`src/hdl/adsr_pkg.sv`:
```
// adsr_pkg: shared types and constants for the adsr envelope generator
// no dependencies; imported by adsr_mac and adsr_envelope_generator
package adsr_pkg;

    localparam int LVL_W  = 17;           // unsigned q1.16 level
    localparam int PH_W   = 16;           // q0.16 phase
    localparam int GATE_W = 18;           // signed q2.16 gate
    localparam int STEP_W = 17;           // phase step register
    localparam int ACC_W  = 34;           // sum of two 17x17 products
    localparam int CFG_IDX_W = 2;

    localparam logic [LVL_W-1:0] LVL_ONE = 17'h10000;
    localparam logic [ACC_W-1:0] ACC_HALF = 34'h8000;
    localparam logic signed [GATE_W-1:0] GATE_HALF = 18'sh08000;
    localparam logic [STEP_W-1:0] STEP_RST = 17'd65;

    // configuration register indexes
    localparam logic [CFG_IDX_W-1:0] CFG_ATTACK  = 2'd0;
    localparam logic [CFG_IDX_W-1:0] CFG_DECAY   = 2'd1;
    localparam logic [CFG_IDX_W-1:0] CFG_RELEASE = 2'd2;

    typedef enum logic [2:0] {
        ST_IDLE    = 3'd0,
        ST_ATTACK  = 3'd1,
        ST_DECAY   = 3'd2,
        ST_SUSTAIN = 3'd3,
        ST_RELEASE = 3'd4
    } t_stage;

    typedef enum logic [2:0] {
        SQ_IDLE,
        SQ_ADV,
        SQ_SQUARE,
        SQ_SHAPE,
        SQ_MCAP,
        SQ_MREST,
        SQ_LEVEL,
        SQ_OUT
    } t_seq;

    typedef struct packed {
        logic signed [GATE_W-1:0] gate_level;
        logic [LVL_W-1:0]         sustain_level;
    } t_in_word;

    typedef struct packed {
        logic [LVL_W-1:0] envelope_level;
        logic [2:0]       stage_now;
    } t_out_word;

    // multiply-accumulate control
    typedef struct packed {
        logic en;
        logic clr;
    } t_mac_ctl;

    function automatic logic [LVL_W-1:0] clamp_one(input logic [ACC_W-1:0] v);
        clamp_one = (v > ACC_W'(LVL_ONE)) ? LVL_ONE : v[LVL_W-1:0];
    endfunction

endpackage

```
`src/hdl/adsr_mac.sv`:
```
// adsr_mac: shared 17x17 multiplier with registered accumulator
// depends on adsr_pkg
module adsr_mac (
    input  logic                         i_clk,
    input  adsr_pkg::t_mac_ctl           i_ctl,
    input  logic [adsr_pkg::LVL_W-1:0]   i_a,
    input  logic [adsr_pkg::LVL_W-1:0]   i_b,
    output logic [adsr_pkg::ACC_W-1:0]   o_acc
);
    import adsr_pkg::*;

    logic [ACC_W-1:0] r_acc;
    logic [ACC_W-1:0] n_acc;
    logic [ACC_W-1:0] w_prod;

    assign w_prod = ACC_W'(i_a) * ACC_W'(i_b);

    always_comb begin
        n_acc = r_acc;
        if (i_ctl.en) begin
            n_acc = i_ctl.clr ? w_prod : r_acc + w_prod;
        end
    end

    always_ff @(posedge i_clk) begin
        r_acc <= n_acc;
    end

    assign o_acc = r_acc;

endmodule

```
`src/hdl/adsr_envelope_generator.sv`:
```
// adsr_envelope_generator: top level of the per-sample adsr envelope
// depends on adsr_pkg and adsr_mac
//
// usage
//  - input channel (i_in_valid / o_in_ready / i_in_word) takes one word per
//    audio sample: signed q2.16 gate and q1.16 sustain target
//  - output channel (o_out_valid / i_out_ready / o_out_word) returns one word
//    per input word: envelope level (q1.16) and the stage after the update
//  - i_cfg_we / i_cfg_idx / i_cfg_data write the attack, decay and release
//    phase steps; write them only while no sample is in flight
//  - mid-curve, a sample passes phase advance, square, two multiply-accumulates
//    and rounding before the result register; when a stage ends or holds it
//    goes from phase advance to the output step; all products go through the
//    single 17x17 multiply-accumulate unit, which sets the rate
//  - o_in_ready is high only while the sequencer is idle, so the block takes
//    no new sample until the previous one has left the output step
//  - the result register holds a finished word while the receiver stalls;
//    the sequencer waits in its last step until that register is free
//  - synchronous active-low reset: stage idle, level, capture and phase zero,
//    all steps 65, no result pending
module adsr_envelope_generator (
    input  logic                              i_clk,
    input  logic                              i_rst_n,
    input  logic                              i_in_valid,
    output logic                              o_in_ready,
    input  adsr_pkg::t_in_word                i_in_word,
    output logic                              o_out_valid,
    input  logic                              i_out_ready,
    output adsr_pkg::t_out_word               o_out_word,
    input  logic                              i_cfg_we,
    input  logic [adsr_pkg::CFG_IDX_W-1:0]    i_cfg_idx,
    input  logic [adsr_pkg::STEP_W-1:0]       i_cfg_data
);
    import adsr_pkg::*;

    // sequencer and envelope state
    t_seq   r_seq, n_seq;
    t_stage r_stage;
    logic [PH_W-1:0]   r_phase;
    logic [LVL_W-1:0]  r_cap;
    logic [LVL_W-1:0]  r_cur;
    logic [LVL_W-1:0]  r_sus;        // clamped sustain of the current sample
    logic [LVL_W-1:0]  r_shape;      // (1 - phase)^2
    logic [STEP_W-1:0] r_att_step, r_dec_step, r_rel_step;

    // result register
    logic      r_out_valid;
    t_out_word r_out_word;

    // handshake and datapath controls
    logic     w_in_acc;
    logic     w_out_load;
    t_mac_ctl w_mac_ctl;
    logic [LVL_W-1:0] w_mac_a, w_mac_b;
    logic [ACC_W-1:0] w_acc;

    // phase advance
    logic [STEP_W-1:0] w_step_raw, w_step;
    logic [STEP_W:0]   w_phase_sum;
    logic              w_stage_end;
    logic              w_curving;

    // derived values
    logic [ACC_W-1:0] w_rounded;
    logic [LVL_W-1:0] w_q;
    logic [LVL_W-1:0] w_sus_clamped;
    logic             w_active;

    assign w_in_acc   = i_in_valid && o_in_ready;
    assign w_out_load = (r_seq == SQ_OUT) && (!r_out_valid || i_out_ready);

    assign w_sus_clamped = clamp_one(ACC_W'(i_in_word.sustain_level));
    assign w_active = (r_stage == ST_ATTACK) || (r_stage == ST_DECAY)
                   || (r_stage == ST_SUSTAIN);

    // step of the running stage, zero acts as one
    always_comb begin
        case (r_stage)
            ST_ATTACK:  w_step_raw = r_att_step;
            ST_DECAY:   w_step_raw = r_dec_step;
            ST_RELEASE: w_step_raw = r_rel_step;
            default:    w_step_raw = '0;
        endcase
    end
    assign w_step      = (w_step_raw == '0) ? STEP_W'(1) : w_step_raw;
    assign w_phase_sum = (STEP_W+1)'(r_phase) + (STEP_W+1)'(w_step);
    assign w_stage_end = (w_phase_sum[STEP_W:PH_W] != '0);
    assign w_curving   = ((r_stage == ST_ATTACK) || (r_stage == ST_DECAY)
                       || (r_stage == ST_RELEASE)) && !w_stage_end;

    assign w_q       = LVL_ONE - LVL_W'(r_phase);
    assign w_rounded = w_acc + ACC_HALF;

    // next sequencer step
    always_comb begin
        n_seq = r_seq;
        unique case (r_seq)
            SQ_IDLE:   if (w_in_acc) n_seq = SQ_ADV;
            SQ_ADV:    n_seq = w_curving ? SQ_SQUARE : SQ_OUT;
            SQ_SQUARE: n_seq = SQ_SHAPE;
            SQ_SHAPE:  n_seq = SQ_MCAP;
            SQ_MCAP:   n_seq = SQ_MREST;
            SQ_MREST:  n_seq = SQ_LEVEL;
            SQ_LEVEL:  n_seq = SQ_OUT;
            SQ_OUT:    if (w_out_load) n_seq = SQ_IDLE;
            default:   n_seq = SQ_IDLE;
        endcase
    end

    // sequencer outputs: ready and multiplier operands
    always_comb begin
        o_in_ready    = 1'b0;
        w_mac_ctl.en  = 1'b0;
        w_mac_ctl.clr = 1'b0;
        w_mac_a       = w_q;
        w_mac_b       = w_q;
        unique case (r_seq)
            SQ_IDLE: begin
                o_in_ready = 1'b1;
            end
            SQ_SQUARE: begin
                // (1 - phase)^2
                w_mac_ctl.en  = 1'b1;
                w_mac_ctl.clr = 1'b1;
            end
            SQ_MCAP: begin
                w_mac_ctl.en  = 1'b1;
                w_mac_ctl.clr = 1'b1;
                w_mac_a       = clamp_one(ACC_W'(r_cap));
                w_mac_b       = r_shape;
            end
            SQ_MREST: begin
                // target level times the remaining weight
                w_mac_ctl.en = 1'b1;
                w_mac_b      = LVL_ONE - r_shape;
                case (r_stage)
                    ST_ATTACK: w_mac_a = LVL_ONE;
                    ST_DECAY:  w_mac_a = r_sus;
                    default:   w_mac_a = '0;
                endcase
            end
            default: begin
            end
        endcase
    end

    adsr_mac u_mac (
        .i_clk (i_clk),
        .i_ctl (w_mac_ctl),
        .i_a   (w_mac_a),
        .i_b   (w_mac_b),
        .o_acc (w_acc)
    );

    // control registers
    always_ff @(posedge i_clk) begin
        if (!i_rst_n) begin
            r_seq       <= SQ_IDLE;
            r_out_valid <= 1'b0;
        end else begin
            r_seq <= n_seq;
            if (w_out_load) begin
                r_out_valid <= 1'b1;
            end else if (i_out_ready) begin
                r_out_valid <= 1'b0;
            end
        end
    end

    // configuration registers
    always_ff @(posedge i_clk) begin
        if (!i_rst_n) begin
            r_att_step <= STEP_RST;
            r_dec_step <= STEP_RST;
            r_rel_step <= STEP_RST;
        end else if (i_cfg_we) begin
            unique case (i_cfg_idx)
                CFG_ATTACK:  r_att_step <= i_cfg_data;
                CFG_DECAY:   r_dec_step <= i_cfg_data;
                CFG_RELEASE: r_rel_step <= i_cfg_data;
                default: begin
                end
            endcase
        end
    end

    // envelope state
    always_ff @(posedge i_clk) begin
        if (!i_rst_n) begin
            r_stage <= ST_IDLE;
            r_phase <= '0;
            r_cap   <= '0;
            r_cur   <= '0;
        end else begin
            case (r_seq)
                SQ_IDLE: begin
                    // gate decision
                    if (w_in_acc) begin
                        r_sus <= w_sus_clamped;
                        if (w_active) begin
                            if (i_in_word.gate_level < GATE_HALF) begin
                                r_stage <= ST_RELEASE;
                                r_phase <= '0;
                                r_cap   <= r_cur;
                            end
                        end else if (i_in_word.gate_level > GATE_HALF) begin
                            r_stage <= ST_ATTACK;
                            r_phase <= '0;
                            r_cap   <= r_cur;
                        end
                    end
                end
                SQ_ADV: begin
                    if (r_stage == ST_SUSTAIN) begin
                        r_cur <= r_sus;
                    end else if (w_curving) begin
                        r_phase <= w_phase_sum[PH_W-1:0];
                    end else if (w_stage_end) begin
                        r_phase <= '0;
                        case (r_stage)
                            ST_ATTACK: begin
                                r_cap   <= r_cur;
                                r_stage <= ST_DECAY;
                            end
                            ST_DECAY: begin
                                r_cur   <= r_sus;
                                r_stage <= ST_SUSTAIN;
                            end
                            default: begin
                                r_cur   <= '0;
                                r_cap   <= '0;
                                r_stage <= ST_IDLE;
                            end
                        endcase
                    end
                end
                SQ_SHAPE: begin
                    r_shape <= w_rounded[LVL_W+PH_W-1:PH_W];
                end
                SQ_LEVEL: begin
                    r_cur <= clamp_one(w_rounded >> PH_W);
                end
                default: begin
                end
            endcase
        end
    end

    // result register, payload only
    always_ff @(posedge i_clk) begin
        if (w_out_load) begin
            r_out_word.envelope_level <= r_cur;
            r_out_word.stage_now      <= r_stage;
        end
    end

    assign o_out_valid = r_out_valid;
    assign o_out_word  = r_out_word;

`ifndef SYNTHESIS
    // one sample at a time: no second word right after an accepted one
    a_one_in_flight: assert property (@(posedge i_clk) disable iff (!i_rst_n)
        w_in_acc |=> !o_in_ready)
        else $error("input accepted while a sample was in flight");

    // level never exceeds full scale
    a_level_range: assert property (@(posedge i_clk) disable iff (!i_rst_n)
        (r_cur <= LVL_ONE) && (r_cap <= LVL_ONE))
        else $error("envelope level above full scale");

    // idle is reached only with a cleared envelope
    a_idle_clear: assert property (@(posedge i_clk) disable iff (!i_rst_n)
        (r_stage == ST_IDLE) |-> (r_cur == '0) && (r_cap == '0) && (r_phase == '0))
        else $error("idle stage with nonzero envelope state");

    // a result is loaded only from the last sequencer step
    a_load_step: assert property (@(posedge i_clk) disable iff (!i_rst_n)
        $rose(r_out_valid) |-> $past(r_seq) == SQ_OUT)
        else $error("result loaded outside the output step");
`endif

endmodule
```
`config.mk`:
```
export PLATFORM = sky130hd
export DESIGN_NAME = adsr_envelope_generator
export DESIGN_NICKNAME = d
export VERILOG_FILES = /design/src/hdl/adsr_pkg.sv /design/src/hdl/adsr_mac.sv /design/src/hdl/adsr_envelope_generator.sv
export SDC_FILE = /design/constraint.sdc
export NUM_CORES = 1
export LEC_CHECK = 0
export ABC_AREA = 0
export BUFFER_PORTS_ARGS = -buffer_cell sky130_fd_sc_hd__buf_2
export CORE_UTILIZATION = 35
export CTS_BUF_LIST = sky130_fd_sc_hd__clkbuf_4
export CTS_CLUSTER_DIAMETER = 150
export DETAILED_ROUTE_END_ITERATION = 8
export PLACE_DENSITY = 0.56
export SLEW_MARGIN = 20
export SYNTH_ARGS = -nofsm -noshare
export SYNTH_HDL_FRONTEND = slang
export SYNTH_SLANG_ARGS = --single-unit
```
`constraint.sdc`:
```
create_clock -name i_clk -period 15.71 [get_ports i_clk]
set_input_delay 3.142 -clock i_clk [delete_from_list [all_inputs] [get_ports i_clk]]
set_output_delay 3.142 -clock i_clk [all_outputs]
set_load 0.02 [all_outputs]
```
# ---- Yosys cells after proc, flatten, opt, wreduce, memory -nomap -nowiden
# Cells that the tools add are included.
dict set report word_totals {
  ff_bits 196
  latch_bits 0
  ramBits 0
  rom_bits 0
  input_bits 59
  out_inout_bits 22
  wordCells 126
  memories 0
}
dict set report classes {
  n_addsub 5
  mul 1
  div 0
  magnitude_cmp 5
  eq_ne 25
  shifts 0
  n_mux 48
  bitwise 0
  n_reduce_logical 28
}
# cell n
set ops {}
lappend ops {{$pmux 17 s2} 7}
lappend ops {{$mux 17} 13}
lappend ops {{$mux 16} 7}
lappend ops {{$pmux 17 s3} 1}
lappend ops {{$gt 18x17->1 const B} 2}
lappend ops {{$add 34x16->34 const B} 1}
lappend ops {{$add 34x34->34} 1}
lappend ops {{$gt 17x17->1 const B} 2}
lappend ops {{$mul 17x17->34} 1}
lappend ops {{$mux 34} 1}
lappend ops {{$pmux 16 s2} 1}
lappend ops {{$mux 3} 10}
lappend ops {{$pmux 3 s8} 1}
lappend ops {{$add 16x17->18} 1}
lappend ops {{$lt 18x17->1 const B} 1}
lappend ops {{$ne 3x3->1 const B} 6}
lappend ops {{$logic_not 17->1} 1}
lappend ops {{$sub 17x16->17 const A} 1}
lappend ops {{$sub 17x17->17 const A} 1}
lappend ops {{$eq 3x3->1 const B} 5}
lappend ops {{$eq 3x2->1 const B} 4}
lappend ops {{$ne 2x2->1 const B} 6}
lappend ops {{$reduce_and 2->1} 5}
lappend ops {{$reduce_and 8->1} 1}
lappend ops {{other kinds (18)} 32}

# ---- Logic depth before layout (Yosys ltp)
# Gate-level depths: netlist of run 1.
dict set report logic_depth {
  word_depth 11
  depth_mapped 41
  ltp_nobuf 38
}

# ---- Cells and area by module
# Synthesis of run 1 repeated with hierarchy kept, for this count alone.
dict set report unflattened {
  hier_cells 2456
  area_unflattened_um2 21325.5
}
# module instances cells_each area_each_um2 seq_area_each_um2
set by_module_without_submodules {}
lappend by_module_without_submodules {adsr_mac 1 1455 12648.4 1021.0}
lappend by_module_without_submodules {adsr_envelope_generator 1 1001 8677.1 3783.6}

# ---- Worst setup path before layout of run 1
# OpenSTA, ideal clock, no wires.
dict set report synth_timing {
  kind {reg-to-reg}
  start {reg r_shape[0]}
  end {reg u_mac.r_acc[32] (netlist: u_mac.o_acc[32]), data pin}
  setup_time_ps 260
  arrival_time_ps 9015
  t_required_ps 15450
  path_slack_ps 6435
  stages_incl_launch_ff 40
  path_buffers 2
  period_less_slack_ps 9275
  path_cell_list {edfxtp_1 inv_1 ha_1 nand2b_1 or4_1 or2_2 o41ai_1 xor2_1 a21oi_1 clkbuf_1 nand2_1 fa_1 inv_1 fa_1 inv_1 fa_1 inv_1 fa_1 [4 not listed] ha_1 nand3_1 o22ai_1 o22ai_1 o31ai_1 a21o_1 a21oi_1 xnor2_1 ha_1 clkbuf_1 nand3_1 nor2_1 o2bb2ai_1 a31oi_1 a211o_1 o311ai_0 xor2_1 mux2_2}
}
dict set report synth_via {
  elab_chain_len 5
}
# element line
set synth_rtl {}
lappend synth_rtl {{start: declaration} adsr_envelope_generator.sv:43} ;# logic [LVL_W-1:0] r_shape;
lappend synth_rtl {{start signal: assignment} adsr_envelope_generator.sv:238} ;# r_shape <= w_rounded[LVL_W+PH_W-1:PH_W];
lappend synth_rtl {{$sub 17x17->17} adsr_envelope_generator.sv:135} ;# w_mac_b = LVL_ONE - r_shape;
lappend synth_rtl {{$pmux 17 s2 *} adsr_envelope_generator.sv:117} ;# unique case (r_seq)
lappend synth_rtl {{$mul 17x17->34 *} adsr_mac.sv:16} ;# assign w_prod = ACC_W'(i_a) * ACC_W'(i_b);
lappend synth_rtl {{$add 34x34->34} adsr_mac.sv:21} ;# n_acc = i_ctl.clr ? w_prod : r_acc + w_prod;
lappend synth_rtl {{$mux 34 *} adsr_mac.sv:21}
lappend synth_rtl {{end signal: assignment} adsr_mac.sv:26} ;# r_acc <= n_acc;
lappend synth_rtl {{end: declaration} adsr_mac.sv:12} ;# logic [ACC_W-1:0] r_acc;
# Every way passes the cells marked *; elsewhere a longest branch is shown, timed or not.
# A chain may end at the register's enable or synchronous reset.

# ---- Worst setup path after layout of run 1
dict set report layout_timing {
  start {reg r_stage[1]}
  end {reg u_mac.r_acc[29] (netlist: u_mac.o_acc[29]), data pin}
}
dict set report layout_via {
  elab_chain_len 6
  elab_cells_between_ends 7
  cone_classes {1 x add/sub; 1 x mul; 2 x eq/ne; 3 x mux}
}
# element line
set layout_rtl {}
lappend layout_rtl {{start: declaration} adsr_envelope_generator.sv:38} ;# t_stage r_stage;
lappend layout_rtl {{start signal: assignment} adsr_envelope_generator.sv:190} ;# r_stage <= ST_IDLE;
lappend layout_rtl {{start signal: assignment} adsr_envelope_generator.sv:202} ;# r_stage <= ST_RELEASE;
lappend layout_rtl {{start signal: assignment} adsr_envelope_generator.sv:207} ;# r_stage <= ST_ATTACK;
lappend layout_rtl {{$eq 3x2->1 or $eq 3x1->1 (tied branches)} adsr_envelope_generator.sv:136} ;# case (r_stage)
lappend layout_rtl {{$pmux 17 s2 *} adsr_envelope_generator.sv:136}
lappend layout_rtl {{$pmux 17 s2 *} adsr_envelope_generator.sv:117}
lappend layout_rtl {{$mul 17x17->34 *} adsr_mac.sv:16}
lappend layout_rtl {{$add 34x34->34} adsr_mac.sv:21}
lappend layout_rtl {{$mux 34 *} adsr_mac.sv:21}
# Marked as above.

==> metrics.csv, run 1 <==
stage;metric;value;unit
sta;min Tclk post-route;10.90;ns
min_path;Min-Delay Endpoint;r_rel_step[2];
logic_synthesis;synthesized area per cell;8.516;µm²
min_path;worst min path class;flop to flop;
setup_path;CP Data Arrival Time;11.40;ns
setup_path;CP required;16.21;ns
clock_tree;post-CTS sizing;0;
die;Die Ht;247.3;µm
setup_path;FF-to-FF path depth;33;
flow_run;Max-Cap Viols;0;
clock_tree;CTS Sinks;196;
setup_path;RR Startpoint;r_stage[1];
final_layout;layout cells sized above 1;0.08081;
logic_synthesis;post-synthesis simple-gate area fraction;0.1828;
final_layout;most common cell after layout, fill and taps aside;nand2_1;
final_layout;fin cells;3286;
clock_tree;Skew-Pair Late Insertion Delay;0.74;ns
min_path;hold wc startpoint;r_rel_step[2];
logic_synthesis;yosys warns;0;
logic_synthesis;post-synth net total;2919;
final_layout;layout net count;2945;
setup_path;critical path class;flop to flop;
setup_path;Worst Path Max Fanout;22;
drt;DR pass1 iterations;5;
sta;Fmax;91.77;MHz
sta;RSZ-0062 raised after global routing;false;
placed_design;RePlAce Congestion;0.9764;
placed_design;Detailed Place HPWL;50.70;mm
logic_synthesis;Netlist cell types;85;
setup_path;RR Endpoint;u_mac.o_acc[29];
die;Top-Level Pins;81;
logic_synthesis;Post-Synth Adder-Cell Area;0.3105;
logic_synthesis;multiplexer area fraction after synthesis;0.01271;
clock_tree;H-tree levels;4;
final_layout;Final Instance Area;22600;µm²
logic_synthesis;largest family of logic cells by synthesized area;adder cells;
sta;worst relative slew slack;0.1466;
logic_synthesis;Seq/Total Area, Yosys;0.2282;
setup_path;critical path capture point type;flop;
sta;max-slew violations;0;
setup_path;CP Launch Type;flop;
logic_synthesis;number of flops mapped to enable cells by yosys;88;
sta;setup violators final;0;
sta;Final period util;0.6936;
die;DIE WIDTH;247.3;µm
setup_path;CP max stage cell;nor2b_1;
global_routing;GRT Util Overall;0.2162;
setup_path;slowest cell delay on critical path;0.94;ns
run_status;run status;finished, final reports clean;
logic_synthesis;post-synthesis xor/xnor area fraction;0.04575;
placed_design;buffers added on ports;80;
sta;Final Hold Viols;0;
drt;first-iteration detailed-routing DRC count;1390;
final_layout;most frequent cells in the layout;nand2_1, inv_1, fa_1;
final_layout;fillcell total;6110;
die;die area;61150;µm²
die;Cell Rows;89;
clock_tree;CTS max path bufs;2;
drt;vias;17750;
setup_path;R2R setup slack;4.81;ns
global_routing;first-pass GRT wire length;100.9;mm
sta;Worst Tran Pin Value;1.280;ns
die;Initial Utilization;0.3555;
global_routing;initial antenna violation count;1;
clock_tree;# Post-CTS Setup Buffers;0;
placed_design;placed instance area;22260;µm²
sta;skew final;0.04193;ns
drt;# DRC;0;
min_path;hold depth;2;
drt;WL per Instance;19.40;µm
logic_synthesis;Main synth FF type;dfxtp_1;
final_layout;Area Overhead vs Synth;7.314;%
global_routing;total grt overflow;0;
drt;Antenna Violating Nets Remaining;0;
die;Core ar.;59240;µm²
logic_synthesis;Mapped Area;21060;µm²
logic_synthesis;synthesized flop and latch total;196;
sta;total negative slack;0;ns
logic_synthesis;Synth async-reset ratio;0;
clock_tree;CTS root buf;clkbuf_4;
placed_design;placed cell count;3252;
setup_path;CP most frequent cell;fa_1;
logic_synthesis;compound-gate portion of the synthesized area;0.1409;
clock_tree;CTS buffer count;17;
clock_tree;CTS Hold Buffers Added;0;
drt;final WL;63.76;mm
clock_tree;clock-pin transition on the worst setup and hold timing paths;0.21;ns
global_routing;vias in the first global route;18060;
clock_tree;CTS tree;yes;
global_routing;pin count of the biggest net entering global routing;55;
logic_synthesis;cell count after synthesis;2473;
drt;detailed-route vias per instance;5.402;
## cell type report
type                       instances  area, µm²  share of cell area
clock inverter                    14      177.7            0.007862
timing repair buffer             107      606.8             0.02685
clock buffer                      18      135.1            0.005979
inverter                         334       1254             0.05548
antenna                            1      2.502           0.0001107
multi-input combinational       1843      14650              0.6483
tap                              773      967.2             0.04280
sequential                       196       4805              0.2126
## worst max path at each step
stage	from	to	depth (start not counted)
floorplan	r_shape[0]	u_mac.o_acc[32]	39
global placement	r_cap[3]	u_mac.o_acc[33]	35
detailed placement	r_cap[3]	u_mac.o_acc[33]	35
CTS	r_cap[4]	u_mac.o_acc[33]	35
global route	r_phase[2]	u_mac.o_acc[29]	35
finish	r_stage[1]	u_mac.o_acc[29]	33
## cells by family after synthesis
logic type / Yosys count
compound gates: 454
mux: 26
flops: 196
buf+inv: 434
fa+ha+maj: 387
xor+xnor: 110
simple gates: 866
## layer usage
metal / routed length, µm / track usage / part of all wire / vias to the layer above
met4: 2264 / 0.08012 / 0.036 / 0
met3: 3814 / 0.03462 / 0.060 / 109
li1: - / - / - / 8233
met5: 0 / 0 / 0 / -
met2: 28750 / 0.3428 / 0.45 / 603
met1: 28930 / 0.2950 / 0.45 / 8805
## metrics by stage
step | setup slack, ns | hold slack [ns] | util
2_1_floorplan | 6.436 | 0.4029 | -
3_3_place_gp | 4.968 | 0.4435 | 0.3756
3_5_place_dp | 4.663 | 0.4484 | 0.3758
4_1_cts | 4.638 | 0.4693 | 0.3810
5_1_grt | 4.235 | 0.4929 | 0.3815
6_report | 4.814 | 0.4677 | 0.3815
## sequential cells by signal (all words and copies together), names as in the netlist, 17 cells and up
signal / count
r_cap: 17
r_dec_step: 17
r_rel_step: 17
r_cur: 17
r_att_step: 17
r_sus: 17
u_mac.o_acc: 34
o_out_word: 20
r_shape: 17
## cells in the mapped netlist, drive strengths merged (13+ instances only)
cell / number / area, µm²
nand2: 403 / 1513
inv: 334 / 1254
fa: 226 / 4524
nor2: 209 / 787.0
ha: 161 / 2014
a21oi: 148 / 748.2
dfxtp: 108 / 2162
o21ai: 94 / 474.2
edfxtp: 88 / 2643
clkbuf: 82 / 307.8
xnor2: 66 / 578.1
xor2: 44 / 385.4
nand3: 38 / 190.2
nor2b: 34 / 212.7
nor3: 34 / 175.2
a21o: 31 / 232.7
and2: 30 / 187.7
nand2b: 25 / 156.4
nor4: 25 / 162.6
mux2i: 20 / 200.2
a31oi: 18 / 112.6
buf: 18 / 105.1
a22oi: 17 / 127.6
and3: 15 / 93.84
a22o: 14 / 140.1
or2: 14 / 87.59
o21a: 13 / 97.59
## worst max-delay path: cells and delay by family (launching register included)
kind | cells | cell delay, ns
AO/OA/AOI/OAI | 8 | 1.89
XOR/XNOR | 2 | 0.28
adder cells (fa/ha/maj) | 8 | 3.79
buffers and inverters | 4 | 0.45
flip-flops | 1 | 0.52
multiplexers | 1 | 0.26
AND/OR/NAND/NOR | 10 | 3.42
Power of run 1 is left out: the tool's default activity adds up to more than one toggle a clock period on the data nets, which glitch-free logic cannot reach.
==> run 2, diff against run 1 <==
Settings changed: PLACE_DENSITY 0.56 to 0.58.
Clock period 15.71 ns to 9.1 ns, I/O delays scaled along.
==> metrics.csv, run 2 (same netlist as run 1, synthesis figures left out) <==
stage;metric;value;unit;change
run_status;run status;finished, final reports clean;;unchanged
die;Top-Level Pins;81;;unchanged
global_routing;total grt overflow;0;;unchanged
sta;Final period util;0.9973;;was 0.6936
placed_design;pre-CTS setup slack;-0.5391;ns;was 4.663 ns
min_path;worst min path class;flop to flop;;unchanged
setup_path;Setup crit start;r_shape[0];;was r_stage[1]
drt;vias;18960;;was 17750
final_layout;Final Instance Area;25980;µm²;was 22600 µm²
sta;setup violators final;0;;unchanged
setup_path;Buf/Inv on CP;11;;was 4
setup_path;RR Startpoint;r_shape[0];;was r_stage[1]
setup_path;R2R setup slack;0.02;ns;was 4.81 ns
clock_tree;CTS max path bufs;2;;unchanged
final_layout;layout cells sized above 1;0.2324;;was 0.08081
drt;DR pass1 iterations;6;;was 5
clock_tree;CTS buffer count;17;;unchanged
clock_tree;H-tree levels;4;;unchanged
sta;Fmax;110.2;MHz;was 91.77 MHz
drt;final WL;65.65;mm;was 63.76 mm
die;Core ar.;59240;µm²;unchanged
setup_path;Worst Path Max Fanout;6;;was 22
final_layout;max reg flops;34;;unchanged
drt;# DRC;0;;unchanged
clock_tree;CTS tree;yes;;unchanged
final_layout;Area Overhead vs Synth;23.38;%;was 7.314%
global_routing;initial antenna violation count;4;;was 1
placed_design;Detailed Place HPWL;52.60;mm;was 50.70 mm
drt;Antenna Violating Nets Remaining;0;;unchanged
drt;WL per Instance;18.24;µm;was 19.40 µm
sta;max-slew violations;0;;unchanged
global_routing;first-pass GRT wire length;104.2;mm;was 100.9 mm
setup_path;RR Endpoint;u_mac.o_acc[32];;was u_mac.o_acc[29]
die;Cell Rows;89;;unchanged
flow_run;Max-Cap Viols;0;;unchanged
setup_path;CP Data Arrival Time;9.60;ns;was 11.40 ns
final_layout;fin cells;3600;;was 3286
setup_path;CP Launch Type;flop;;unchanged
sta;total negative slack;0;ns;unchanged
setup_path;delay-heaviest family, CP;adder cells;;unchanged
die;Die Ht;247.3;µm;unchanged
die;DIE WIDTH;247.3;µm;unchanged
drt;first-iteration detailed-routing DRC count;1301;;was 1390
sta;Final Hold Viols;0;;unchanged
setup_path;critical path capture point type;flop;;unchanged
placed_design;placed cell count;3525;;was 3252
setup_path;Crit path depth;39;;was 33
final_layout;layout net count;3256;;was 2945
sta;worst relative slew slack;0.2753;;was 0.1466
clock_tree;CTS Sinks;196;;unchanged
placed_design;placed instance area;24400;µm²;was 22260 µm²
sta;skew final;0.02894;ns;was 0.04193 ns
global_routing;pin count of the biggest net entering global routing;54;;was 55
clock_tree;clock-pin transition on the worst setup and hold timing paths;0.18;ns;was 0.21 ns
setup_path;CP max stage cell;fa_1;;was nor2b_1
clock_tree;Skew-Pair Late Insertion Delay;0.75;ns;was 0.74 ns
sta;RSZ-0062 raised after global routing;true;;was false
clock_tree;CTS root buf;clkbuf_4;;unchanged
setup_path;crit path to;u_mac.o_acc[32];;was u_mac.o_acc[29]
clock_tree;CTS Hold Buffers Added;0;;unchanged
min_path;hold wc startpoint;r_dec_step[10];;was r_rel_step[2]
die;Initial Utilization;0.3555;;unchanged
drt;detailed-route vias per instance;5.266;;was 5.402
global_routing;GRT Util Overall;0.2209;;was 0.2162
setup_path;FF-to-FF path depth;39;;was 33
setup_path;CP required;9.62;ns;was 16.21 ns
final_layout;most common cell after layout, fill and taps aside;nand2_1;;unchanged
setup_path;slowest cell delay on critical path;0.55;ns;was 0.94 ns
placed_design;RePlAce Congestion;0.9722;;was 0.9764
placed_design;buffers added on ports;80;;unchanged
sta;worst setup margin;0.02457;ns;was 4.814 ns
sta;Worst Tran Pin Value;1.081;ns;was 1.280 ns
sta;min Tclk post-route;9.075;ns;was 10.90 ns
die;die area;61150;µm²;unchanged
setup_path;critical path class;flop to flop;;unchanged
final_layout;most frequent cells in the layout;nand2_1, inv_1, buf_4;;was nand2_1, inv_1, fa_1
global_routing;vias in the first global route;19400;;was 18060
-- run 2: changes by cell type in the layout (fill, tap and decap cells not counted), moves of 9 or more --
cell | before | now
buf_4 | 26 | 318
a21oi_1 | 144 | 124
a21oi_2 | 4 | 20
nor2_1 | 204 | 191
o21ai_0 | 83 | 71
buf_6 | 1 | 12
ha_1 | 161 | 150
nor2_2 | 5 | 16
ha_4 | 0 | 9
nor3_1 | 32 | 23
-- run 2: worst reg2reg max path: cells and delay by family, from the launching register on --
kind	cells	cell delay, ns
simple gates	6	1.07
fa+ha+maj	9	3.64
flops	1	0.44
xor+xnor	2	0.47
buf+inv	11	1.28
compound gates	10	1.70
mux	1	0.26
-- run 2: how the worst min path moves through the flow --
stage                     endpoint  slack (ns)  cells after the start
detailed placement  o_out_word[13]        0.45                      0
finish              r_dec_step[10]        0.47                      2
global placement     r_rel_step[4]        0.44                      2
CTS                  r_att_step[8]        0.47                      2
global route         r_att_step[1]        0.49                      2
floorplan            o_out_word[2]        0.40                      0
-- run 2: timing repair --
item | CTS | global route
setup buffers | 13 | 27
resized for setup | 91 | 125
pin swaps | 49 | 72
setup endpoints to repair | 13 | 13
gates cloned | 0 | 1
-- run 2: area by class of cell --
| type | instances | area (µm²) |
|---|---|---|
| well taps | 773 | 967.2 |
| repair buffers | 418 | 3078 |
| diodes | 4 | 10.01 |
| inverters | 334 | 1254 |
| clock buffers | 19 | 142.6 |
| clock inverters | 13 | 138.9 |
| multi-input cells | 1843 | 15580 |
| flip-flops and latches | 196 | 4810 |
| fillers | 5874 | 33260 |
-- run 2: per-layer routing --
metal | vias up | wire length (µm) | GRT usage
li1 | 8861 | - | -
met1 | 9404 | 27920 | 0.2822
met2 | 560 | 31860 | 0.3756
met3 | 131 | 3497 | 0.03158
met4 | 0 | 2374 | 0.08409
met5 | - | 0 | 0
-- run 2: through the flow --
step	utilization	hold slack [ns]
after floorplan	-	0.4029
after global placement	0.4117	0.4436
after detailed placement	0.4118	0.4481
after CTS	0.4248	0.4686
after global routing	0.4385	0.4858
final	0.4386	0.4695
Power of run 2 is left out for the same reason.
==> run 3, diff against run 2 <==
Settings changed: PLACE_DENSITY 0.58 to 0.56.
Clock period 9.1 ns to 11.5 ns, I/O delays scaled along.
==> metrics.csv, run 3 (same netlist as run 1, synthesis figures left out) <==
stage;metric;value;unit;change
run_status;run status;finished, final reports clean;;unchanged
sta;worst relative slew slack;0.2764;;was 0.2753
final_layout;fin cells;3302;;was 3600
placed_design;Detailed Place HPWL;51.24;mm;was 52.60 mm
setup_path;CP required;11.97;ns;was 9.62 ns
global_routing;GRT Util Overall;0.2178;;was 0.2209
clock_tree;CTS root buf;clkbuf_4;;unchanged
die;DIE WIDTH;247.3;µm;unchanged
clock_tree;CTS Hold Buffers Added;0;;unchanged
setup_path;Worst Path Max Fanout;10;;was 6
sta;max-slew violations;0;;unchanged
drt;vias;17720;;was 18960
drt;# DRC;0;;unchanged
setup_path;critical path class;flop to flop;;unchanged
setup_path;CP Launch Type;flop;;unchanged
flow_run;Max-Cap Viols;0;;unchanged
final_layout;layout cells sized above 1;0.08663;;was 0.2324
clock_tree;H-tree levels;4;;unchanged
sta;Worst Tran Pin Value;1.085;ns;was 1.081 ns
setup_path;critical path capture point type;flop;;unchanged
clock_tree;CTS tree;yes;;unchanged
global_routing;first-pass GRT wire length;102.4;mm;was 104.2 mm
placed_design;RePlAce Congestion;0.9428;;was 0.9722
die;die area;61150;µm²;unchanged
sta;Fmax;92.39;MHz;was 110.2 MHz
sta;min Tclk post-route;10.82;ns;was 9.075 ns
final_layout;most common cell after layout, fill and taps aside;nand2_1;;unchanged
drt;WL per Instance;19.50;µm;was 18.24 µm
setup_path;CP most frequent cell;fa_1;;
die;Initial Utilization;0.3555;;unchanged
global_routing;total grt overflow;0;;unchanged
drt;first-iteration detailed-routing DRC count;1348;;was 1301
clock_tree;Skew-Pair Late Insertion Delay;0.65;ns;was 0.75 ns
sta;total negative slack;0;ns;unchanged
placed_design;buffers added on ports;80;;unchanged
global_routing;pin count of the biggest net entering global routing;54;;unchanged
die;Die Ht;247.3;µm;unchanged
min_path;worst min path class;flop to flop;;unchanged
die;Core ar.;59240;µm²;unchanged
global_routing;vias in the first global route;17950;;was 19400
clock_tree;CTS Sinks;196;;unchanged
die;Top-Level Pins;81;;unchanged
placed_design;placed cell count;3268;;was 3525
clock_tree;# Post-CTS Setup Buffers;0;;was 13
sta;RSZ-0062 raised after global routing;false;;was true
sta;Final Hold Viols;0;;unchanged
setup_path;CP max stage cell;nor2_1;;was fa_1
drt;detailed-route vias per instance;5.366;;was 5.266
drt;final WL;64.39;mm;was 65.65 mm
drt;Antenna Violating Nets Remaining;0;;unchanged
global_routing;initial antenna violation count;2;;was 4
sta;setup violators final;0;;unchanged
final_layout;max reg flops;34;;unchanged
final_layout;Area Overhead vs Synth;7.932;%;was 23.38%
clock_tree;CTS buffer count;17;;unchanged
setup_path;CP Data Arrival Time;11.29;ns;was 9.60 ns
drt;DR pass1 iterations;5;;was 6
setup_path;slowest cell delay on critical path;0.77;ns;was 0.55 ns
sta;Final period util;0.9412;;was 0.9973
sta;skew final;0.04116;ns;was 0.02894 ns
clock_tree;clock-pin transition on the worst setup and hold timing paths;0.22;ns;was 0.18 ns
clock_tree;CTS max path bufs;2;;unchanged
die;Cell Rows;89;;unchanged
clock_tree;post-CTS sizing;0;;was 91
final_layout;most frequent cells in the layout;nand2_1, inv_1, fa_1;;was nand2_1, inv_1, buf_4
final_layout;layout net count;2961;;was 3256
-- run 3: cell types whose count changed in the layout (fill, tap and decap cells not counted), moves of 7 or more --
cell | before | now
buf_4 | 318 | 42
a21oi_1 | 124 | 145
a21oi_2 | 20 | 3
nor2_1 | 191 | 204
o21ai_0 | 71 | 84
nor2_2 | 16 | 4
buf_6 | 12 | 1
ha_1 | 150 | 161
ha_4 | 9 | 0
nor3_1 | 23 | 32
buf_12 | 7 | 0
nor3_4 | 8 | 1
xnor2_1 | 59 | 66
-- run 3: worst max-delay path: cells and delay by family (launching register included) --
kind,cells,cell delay (ns)
compound gates,11,2.82
buf+inv,6,0.63
xor+xnor,1,0.24
simple gates,10,3.07
fa+ha+maj,8,3.52
flops,1,0.37
-- run 3: path summary, 6_finish.rpt --
kind / to / cells after the start / from / slack [ns]
min reg2reg: r_rel_step[14] / 2 / r_rel_step[14] / 0.47
max: u_mac.o_acc[31] / 36 / r_cap[3] / 0.68
max reg2reg: u_mac.o_acc[31] / 36 / r_cap[3] / 0.68
min: r_rel_step[14] / 2 / r_rel_step[14] / 0.47
-- run 3: final cells by class --
| cell class | count | area (µm²) |
|---|---|---|
| tap | 773 | 967.2 |
| clock inverter | 15 | 192.7 |
| inverter | 334 | 1254 |
| antenna | 1 | 2.502 |
| fill | 6067 | 36510 |
| sequential | 196 | 4806 |
| clock buffer | 17 | 127.6 |
| multi-input combinational | 1843 | 14650 |
| timing repair buffer | 123 | 726.9 |
-- run 3: per-stage QoR --
step | instance area (µm²) | hold WS, ns | utilization | setup slack (ns)
2_1_floorplan | 21060 | 0.4029 | - | 2.226
3_3_place_gp | 22370 | 0.4421 | 0.3775 | 0.6159
3_5_place_dp | 22380 | 0.4463 | 0.3778 | 0.5741
4_1_cts | 22700 | 0.4701 | 0.3832 | 0.5251
5_1_grt | 22730 | 0.4930 | 0.3837 | 0.03223
6_report | 22730 | 0.4704 | 0.3837 | 0.6757
-- run 3: layer usage --
layer / GRT usage / part of all wire / vias to the layer above
met1: 0.3046 / 0.47 / 8858
met5: 0 / 0 / -
met3: 0.02073 / 0.046 / 78
li1: - / - / 8274
met2: 0.3528 / 0.46 / 509
met4: 0.06839 / 0.030 / 0
Power of run 3 is left out for the same reason.
